[config.mk]
export PLATFORM = sky130hd
export DESIGN_NAME = priority_lock_waiter_arbiter_unit
export DESIGN_NICKNAME = d
export VERILOG_FILES = /design/src/rtl/plwa_pkg.sv /design/src/rtl/plwa_ram.sv /design/src/rtl/priority_lock_waiter_arbiter_unit.sv
export SDC_FILE = /design/constraint.sdc
export NUM_CORES = 1
export LEC_CHECK = 0
export BUFFER_PORTS_ARGS = -buffer_cell sky130_fd_sc_hd__clkbuf_2
export CORE_UTILIZATION = 57
export CTS_CLUSTER_DIAMETER = 200
export CTS_CLUSTER_SIZE = 10
export DETAILED_ROUTE_END_ITERATION = 6
export PLACE_DENSITY = 0.86
export SKIP_CTS_REPAIR_TIMING = 1
export SLEW_MARGIN = 5
export SYNTH_ARGS = -nofsm -noshare
export SYNTH_HDL_FRONTEND = slang
export SYNTH_SLANG_ARGS = --single-unit
export TNS_END_PERCENT = 100
[constraint.sdc]
create_clock -name aclk -period 5.65 [get_ports aclk]
set_input_delay 0.8475 -clock aclk [delete_from_list [all_inputs] [get_ports aclk]]
set_output_delay 0.8475 -clock aclk [all_outputs]
set_load 0.01 [all_outputs]
[src/rtl/plwa_pkg.sv]
// package for the priority lock waiter arbiter
// holds the transfer payload types, status and mode codes and the sequencer states
// no dependencies
package plwa_pkg;

    typedef enum logic [2:0] {
        ST_GRANTED = 3'd0,
        ST_QUEUED  = 3'd1,
        ST_FULL    = 3'd2,
        ST_FREED   = 3'd3,
        ST_HANDED  = 3'd4
    } status_t;

    localparam logic MODE_ACQUIRE = 1'b0;
    localparam logic MODE_RELEASE = 1'b1;

    typedef struct packed {
        logic       mode;
        logic [5:0] requester;
        logic [7:0] prio;
    } in_item_t;

    typedef struct packed {
        status_t    status;
        logic [5:0] handed_to;
    } out_item_t;

    typedef enum logic [2:0] {
        S_IDLE,
        S_ACQ_SWEEP,
        S_ACQ_WRITE,
        S_REL_SCAN,
        S_REL_DEC,
        S_DONE
    } state_t;

endpackage

[src/rtl/plwa_ram.sv]
// generic simple dual port ram, one write port and one registered read port
// no dependencies
module plwa_ram #(
    parameter int WIDTH = 8,
    parameter int DEPTH = 64
) (
    input  logic                     aclk,
    input  logic                     wr_en,
    input  logic [$clog2(DEPTH)-1:0] wr_addr,
    input  logic [WIDTH-1:0]         wr_data,
    input  logic [$clog2(DEPTH)-1:0] rd_addr,
    output logic [WIDTH-1:0]         rd_data
);

    logic [WIDTH-1:0] mem_reg [DEPTH];
    logic [WIDTH-1:0] rd_data_reg;

    always_ff @(posedge aclk) begin
        if (wr_en) begin
            mem_reg[wr_addr] <= wr_data;
        end
        rd_data_reg <= mem_reg[rd_addr];
    end

    assign rd_data = rd_data_reg;

endmodule

[src/rtl/priority_lock_waiter_arbiter_unit.sv]
// priority lock waiter arbiter, top level
// depends on plwa_pkg and plwa_ram
//
// manages one lock with a table of up to WAITERS queued requesters.
// input channel s_valid/s_ready/s_item: mode 0 acquires for requester at prio,
// mode 1 releases. result channel m_valid/m_ready/m_item: one transfer per
// input with status granted, queued, full (dropped), freed or handed over,
// plus the new owner id when handed over.
// timing: a grant, a full drop or a release with no waiters shows its result
// without a ram sweep. a queued acquire sweeps the waiter ram once to age
// the other waiters and find the lowest free slot, then writes the new waiter.
// a handover sweeps the ram twice (pick the best waiter, then close the age
// gap). the single ram port pair sets the length of these sweeps.
// one item is worked on at a time; the next input is taken once the block is
// back in idle, even while a result still waits in the output register. if the
// receiver stalls, the finished result holds until the output register frees
// up. reset clears the lock and all valid marks; the waiter ram needs no
// clearing pass.
module priority_lock_waiter_arbiter_unit #(
    parameter int WAITERS   = 64,
    parameter int PRIO_BITS = 8
) (
    input  logic                aclk,
    input  logic                aresetn,
    input  logic                s_valid,
    output logic                s_ready,
    input  plwa_pkg::in_item_t  s_item,
    output logic                m_valid,
    input  logic                m_ready,
    output plwa_pkg::out_item_t m_item
);
    import plwa_pkg::*;

    localparam int IDX_W = $clog2(WAITERS);
    localparam int DW    = 6 + PRIO_BITS + IDX_W;
    localparam logic [IDX_W:0] END_CNT = (IDX_W + 1)'(WAITERS);

    state_t                 state_reg, state_next;
    logic [IDX_W:0]         cnt_reg, cnt_next;
    logic                   pend_reg, pend_next;
    logic [IDX_W-1:0]       pidx_reg, pidx_next;
    logic                   lock_reg, lock_next;
    logic [WAITERS-1:0]     valid_reg, valid_next;
    logic [IDX_W:0]         count_reg, count_next;
    logic [5:0]             who_reg, who_next;
    logic [PRIO_BITS-1:0]   prio_reg, prio_next;
    logic                   found_reg, found_next;
    logic [IDX_W-1:0]       sel_idx_reg, sel_idx_next;
    logic [PRIO_BITS-1:0]   best_prio_reg, best_prio_next;
    logic [IDX_W-1:0]       best_age_reg, best_age_next;
    logic [5:0]             best_id_reg, best_id_next;
    status_t                res_status_reg, res_status_next;
    logic [5:0]             res_handed_reg, res_handed_next;
    logic                   m_valid_reg, m_valid_next;
    out_item_t              out_reg, out_next;

    logic                   accept;
    logic                   sweeping;
    logic                   sweep_done;
    logic                   out_free;
    logic [PRIO_BITS+7:0]   prio_wide;
    logic [PRIO_BITS-1:0]   prio_in;

    logic                   ram_we;
    logic [IDX_W-1:0]       ram_waddr;
    logic [DW-1:0]          ram_wdata;
    logic [DW-1:0]          ram_rdata;
    logic [5:0]             rd_id;
    logic [PRIO_BITS-1:0]   rd_prio;
    logic [IDX_W-1:0]       rd_age;
    logic                   rd_valid;

    plwa_ram #(
        .WIDTH(DW),
        .DEPTH(WAITERS)
    ) u_ram (
        .aclk   (aclk),
        .wr_en  (ram_we),
        .wr_addr(ram_waddr),
        .wr_data(ram_wdata),
        .rd_addr(cnt_reg[IDX_W-1:0]),
        .rd_data(ram_rdata)
    );

    assign rd_age   = ram_rdata[IDX_W-1:0];
    assign rd_prio  = ram_rdata[IDX_W +: PRIO_BITS];
    assign rd_id    = ram_rdata[IDX_W + PRIO_BITS +: 6];
    assign rd_valid = valid_reg[pidx_reg];

    assign prio_wide = {{PRIO_BITS{1'b0}}, s_item.prio};
    assign prio_in   = prio_wide[PRIO_BITS-1:0];

    assign s_ready    = (state_reg == S_IDLE);
    assign accept     = s_valid && s_ready;
    assign sweeping   = (state_reg == S_ACQ_SWEEP) || (state_reg == S_REL_SCAN)
                        || (state_reg == S_REL_DEC);
    assign sweep_done = (cnt_reg == END_CNT) && !pend_reg;
    assign out_free   = !m_valid_reg || m_ready;

    assign m_valid = m_valid_reg;
    assign m_item  = out_reg;

    // next state
    always_comb begin
        state_next = state_reg;
        unique case (state_reg)
            S_IDLE: begin
                if (accept) begin
                    if (s_item.mode == MODE_ACQUIRE) begin
                        if (lock_reg && (count_reg != END_CNT)) begin
                            state_next = S_ACQ_SWEEP;
                        end else begin
                            state_next = S_DONE;
                        end
                    end else begin
                        if (count_reg != '0) begin
                            state_next = S_REL_SCAN;
                        end else begin
                            state_next = S_DONE;
                        end
                    end
                end
            end
            S_ACQ_SWEEP: begin
                if (sweep_done) begin
                    state_next = S_ACQ_WRITE;
                end
            end
            S_ACQ_WRITE: state_next = S_DONE;
            S_REL_SCAN: begin
                if (sweep_done) begin
                    state_next = S_REL_DEC;
                end
            end
            S_REL_DEC: begin
                if (sweep_done) begin
                    state_next = S_DONE;
                end
            end
            S_DONE: begin
                if (out_free) begin
                    state_next = S_IDLE;
                end
            end
            default: state_next = S_IDLE;
        endcase
    end

    // datapath and outputs
    always_comb begin
        cnt_next        = cnt_reg;
        pend_next       = 1'b0;
        pidx_next       = pidx_reg;
        lock_next       = lock_reg;
        valid_next      = valid_reg;
        count_next      = count_reg;
        who_next        = who_reg;
        prio_next       = prio_reg;
        found_next      = found_reg;
        sel_idx_next    = sel_idx_reg;
        best_prio_next  = best_prio_reg;
        best_age_next   = best_age_reg;
        best_id_next    = best_id_reg;
        res_status_next = res_status_reg;
        res_handed_next = res_handed_reg;
        m_valid_next    = m_valid_reg && !m_ready;
        out_next        = out_reg;
        ram_we          = 1'b0;
        ram_waddr       = pidx_reg;
        ram_wdata       = ram_rdata;

        // read issue for all sweeps
        if (sweeping && (cnt_reg != END_CNT)) begin
            cnt_next  = cnt_reg + 1'b1;
            pend_next = 1'b1;
            pidx_next = cnt_reg[IDX_W-1:0];
        end

        unique case (state_reg)
            S_IDLE: begin
                if (accept) begin
                    who_next        = s_item.requester;
                    prio_next       = prio_in;
                    cnt_next        = '0;
                    found_next      = 1'b0;
                    res_handed_next = '0;
                    if (s_item.mode == MODE_ACQUIRE) begin
                        if (!lock_reg) begin
                            lock_next       = 1'b1;
                            res_status_next = ST_GRANTED;
                        end else if (count_reg == END_CNT) begin
                            res_status_next = ST_FULL;
                        end
                    end else if (count_reg == '0) begin
                        lock_next       = 1'b0;
                        res_status_next = ST_FREED;
                    end
                end
            end
            S_ACQ_SWEEP: begin
                if (pend_reg) begin
                    if (rd_valid) begin
                        ram_we    = 1'b1;
                        ram_wdata = {rd_id, rd_prio, rd_age + 1'b1};
                    end else if (!found_reg) begin
                        found_next   = 1'b1;
                        sel_idx_next = pidx_reg;
                    end
                end
            end
            S_ACQ_WRITE: begin
                ram_we                  = 1'b1;
                ram_waddr               = sel_idx_reg;
                ram_wdata               = {who_reg, prio_reg, {IDX_W{1'b0}}};
                valid_next[sel_idx_reg] = 1'b1;
                count_next              = count_reg + 1'b1;
                res_status_next         = ST_QUEUED;
            end
            S_REL_SCAN: begin
                if (pend_reg && rd_valid) begin
                    if (!found_reg || (rd_prio > best_prio_reg)
                        || ((rd_prio == best_prio_reg) && (rd_age < best_age_reg))) begin
                        found_next     = 1'b1;
                        sel_idx_next   = pidx_reg;
                        best_prio_next = rd_prio;
                        best_age_next  = rd_age;
                        best_id_next   = rd_id;
                    end
                end
                if (sweep_done) begin
                    cnt_next = '0;
                end
            end
            S_REL_DEC: begin
                if (pend_reg && rd_valid && (rd_age > best_age_reg)) begin
                    ram_we    = 1'b1;
                    ram_wdata = {rd_id, rd_prio, rd_age - 1'b1};
                end
                if (sweep_done) begin
                    valid_next[sel_idx_reg] = 1'b0;
                    count_next              = count_reg - 1'b1;
                    lock_next               = 1'b1;
                    res_status_next         = ST_HANDED;
                    res_handed_next         = best_id_reg;
                end
            end
            S_DONE: begin
                if (out_free) begin
                    m_valid_next       = 1'b1;
                    out_next.status    = res_status_reg;
                    out_next.handed_to = res_handed_reg;
                end
            end
            default: ;
        endcase
    end

    always_ff @(posedge aclk) begin
        if (!aresetn) begin
            state_reg   <= S_IDLE;
            pend_reg    <= 1'b0;
            lock_reg    <= 1'b0;
            valid_reg   <= '0;
            count_reg   <= '0;
            m_valid_reg <= 1'b0;
        end else begin
            state_reg   <= state_next;
            pend_reg    <= pend_next;
            lock_reg    <= lock_next;
            valid_reg   <= valid_next;
            count_reg   <= count_next;
            m_valid_reg <= m_valid_next;
        end
    end

    always_ff @(posedge aclk) begin
        cnt_reg        <= cnt_next;
        pidx_reg       <= pidx_next;
        who_reg        <= who_next;
        prio_reg       <= prio_next;
        found_reg      <= found_next;
        sel_idx_reg    <= sel_idx_next;
        best_prio_reg  <= best_prio_next;
        best_age_reg   <= best_age_next;
        best_id_reg    <= best_id_next;
        res_status_reg <= res_status_next;
        res_handed_reg <= res_handed_next;
        out_reg        <= out_next;
    end

endmodule

==> qor.csv <==
stage;metric;value;unit
logic_synthesis;ys async rst share;0;
placement;HPWL after DPL;82600;um
flow_run;Max-cap violations;0;
power;Leak;19.6;nW
timing;final worst slack;1.14;ns
timing;final critical-path share of the clock period;0.798;
global_routing;grt total ovfl;0;
setup_path;worst path arrival time;4.98;ns
floorplan;Die Y;318;um
global_routing;first-pass GRT wire length;214000;um
clocking;TritonCTS Buffers;162;
placement;Place WS;1.24;ns
setup_path;reg2reg start;pidx_reg[0]$_DFFE_PP_;
logic_synthesis;Cells after Synth;2729;
logic_synthesis;Seq cells post-synth;1449;
finish;Multi-input gate area;14000;um^2
finish;Final #Nets;2912;
timing;Hold Vio Cnt, Final;0;
setup_path;worst endpoint required time;6.12;ns
routing;drt wl/cell;35.2;um
logic_synthesis;Yosys warning count;0;
global_routing;vias in the first global route;30200;
setup_path;crit end category;flip-flop;
clocking;clk root buf;clkbuf_16;
routing;drc violations;0;
setup_path;Crit path max-delay family;compound AO/OA/AOI/OAI gates;
setup_path;worst path cell trace;buf_4 > mux2i_1 > nand2_1 > a31oi_1 > and4_1 > nor3_4 > a32oi_4 > buf_4 > nor3_2 > buf_4;
setup_path;internal reg-to-reg setup slack;1.14;ns
floorplan;io pins;30;
logic_synthesis;synthesized area;56800;um^2
routing;final WL;148000;um
timing;final setup TNS;0;ns
worst_hold_path;Min-Delay Path Depth;1;
setup_path;Critical Path Source Type;flip-flop;
timing;Pins Over Slew Limit;0;
setup_path;CP max stage cell;a32oi_4;
routing;via count;29600;
finish;Layout Utilization;0.647;
floorplan;Die ar.;101000;um^2
floorplan;FP Rows;115;
timing;Final Critical Period;4.51;ns
finish;Fill cells;6005;
routing;DRT iter0 DRCs;4229;
global_routing;largest net degree at the start of global routing;178;
timing;worst slew pin tran;1.39;ns
logic_synthesis;sequential area share after synthesis;0.747;
power;power consumption;32.2;mW
setup_path;reg2reg path depth;10;
timing;fmax;222;MHz
clocking;CTS H-tree depth;4;
timing;slew margin rel.;0.0765;
global_routing;initial antenna violation count;8;
logic_synthesis;Mapped Avg Cell Area;20.8;um^2
routing;drt via density;7.05;
setup_path;Most common cell on crit path;buf_4;
logic_synthesis;dominant synthesized flop cell;edfxtp_1;
finish;register area;42500;um^2
global_routing;Total GRT Usage;0.298;
finish;area delta synth->final;12.1;%
logic_synthesis;syn nets;2772;
worst_hold_path;Worst Hold Class;in -> reg;
routing;Final ANT Viol Nets;0;
clocking;CTS Sinks;1449;
timing;Final Setup Violations;0;
placement;GPL Wtd Cong;0.857;
run_status;status;complete, no violations;
clocking;CTS tree;built;
routing;drt pass-1 iters;5;
timing;RSZ-0062 raised after global routing;false;
clocking;worst-skew pair later-pin latency;0.77;ns
floorplan;total core area;98600;um^2
setup_path;CP Max Fanout;20;
clocking;Clock Tree Buf Depth;3;
power;Worst IR Drop VDD;459;uV
setup_path;Critical R2R Capture;u_ram.mem_reg[43][11]$_DFFE_PP_;
worst_hold_path;Hold Crit Start;s_item[1];
setup_path;crit-path max cell delay;0.98;ns
setup_path;WP buf/inv;3;
floorplan;die width;318;um
worst_hold_path;Worst Hold End;prio_reg[1]$_DFFE_PP_;
power;PD cells;506;nW/um^2
finish;max reg flops;1280;
finish;share of post-route cells with drive strength above 1;0.293;
logic_synthesis;Post-synth EDFFs;1345;
timing;Clock Skew;0.0263;ns
floorplan;Initial Utilization;0.577;
setup_path;CP Class;reg -> reg;
logic_synthesis;post-synth cell types;66;
placement;PortBufs;29;
clocking;Worst-path clk slew;0.06;ns
[how the worst max path moves through the flow]
stage | cells past startpoint | endpoint | startpoint | slack [ns]
detailed placement | 10 | u_ram.mem_reg[43][9]$_DFFE_PP_ | pidx_reg[0]$_DFFE_PP_ | 1.24
CTS | 10 | u_ram.mem_reg[43][11]$_DFFE_PP_ | pidx_reg[0]$_DFFE_PP_ | 1.17
finish | 10 | u_ram.mem_reg[43][11]$_DFFE_PP_ | pidx_reg[0]$_DFFE_PP_ | 1.14
global route | 9 | u_ram.mem_reg[43][11]$_DFFE_PP_ | pidx_reg[1]$_DFFE_PP_ | 0.99
floorplan | 8 | u_ram.mem_reg[0][4]$_DFFE_PP_ | pidx_reg[0]$_DFFE_PP_ | 0.13
global placement | 11 | u_ram.mem_reg[7][9]$_DFFE_PP_ | u_ram.rd_data[0]$_DFF_P_ | 1.42
[per-stage QoR]
step	instance area, um^2	instances	hold slack (ns)
finish	63700	4203	0.267
global route	63700	4202	0.242
CTS	63700	4202	0.228
detailed placement	59300	3992	0.405
global placement	59300	3992	0.405
floorplan	56800	2729	0.400
[Yosys cell counts, types with 26 or more instances]
cell type	number	area (um^2)
a21oi_1	78	390
a311oi_1	28	245
buf_2	31	155
clkbuf_1	110	413
edfxtp_1	1345	40400
mux2i_1	32	320
o21ai_0	44	220
mux4_2	428	9640
or3_1	27	169
nand2_1	102	383
inv_1	35	131
nand3_1	26	130
nor2_1	57	214
dfxtp_1	104	2080
nor3_1	91	455
[metal layers]
layer | GRT usage | up-vias | wire length, um
met5 | 0 | - | 29
met3 | 0.0673 | 428 | 15000
met2 | 0.485 | 2133 | 73300
met1 | 0.382 | 15500 | 52000
met4 | 0.146 | 6 | 7670
li1 | - | 11600 | -
[kinds of logic after synthesis]
logic type / synth area share
simple gates: 0.0332
flops: 0.747
fa+ha+maj: 0.00541
buf+inv: 0.0146
mux: 0.176
xor+xnor: 0.00169
compound gates: 0.0224
[cell type report]
type | count | share of cell area
antenna | 1 | 0.0000393
clock buffer | 200 | 0.0675
clock inverter | 10 | 0.00206
inverter | 39 | 0.00230
multi-input combinational | 1080 | 0.220
sequential | 1449 | 0.667
tap | 1287 | 0.0253
timing repair buffer | 137 | 0.0158
[layout by cell type (no fill, tap or decap), types with 6 or more instances in the layout]
cell type / Yosys / layout
nand2_2: 0 / 11
nor3_2: 4 / 61
mux2i_1: 32 / 30
or3_1: 27 / 27
inv_1: 35 / 34
nor4_1: 8 / 8
dfxtp_1: 104 / 99
nand2b_1: 15 / 15
edfxtp_1: 1345 / 1345
a311oi_1: 28 / 27
and2_1: 7 / 7
clkbuf_1: 110 / 33
nor2b_1: 8 / 8
a22oi_1: 7 / 6
nor3_1: 91 / 30
and3_1: 10 / 10
inv_6: 0 / 6
o21ai_0: 44 / 43
nand3_1: 26 / 25
mux4_2: 428 / 428
xnor2_1: 7 / 7
ha_1: 23 / 23
nor2_1: 57 / 57
clkbuf_2: 0 / 29
clkbuf_16: 0 / 167
a31oi_1: 11 / 10
buf_4: 3 / 104
a21oi_1: 78 / 76
nand2_1: 102 / 89
nand4_1: 8 / 8
[where the power goes]
group | switching (mW) | internal [mW] | total [mW] | leakage [nW]
Combinational | 5.66 | 2.64 | 8.30 | 4.44
Clock | 4.00 | 5.28 | 9.28 | 2.16
Sequential | 0.480 | 14.2 | 14.7 | 13.0
Note: power is estimated with default switching activity, not from simulation.
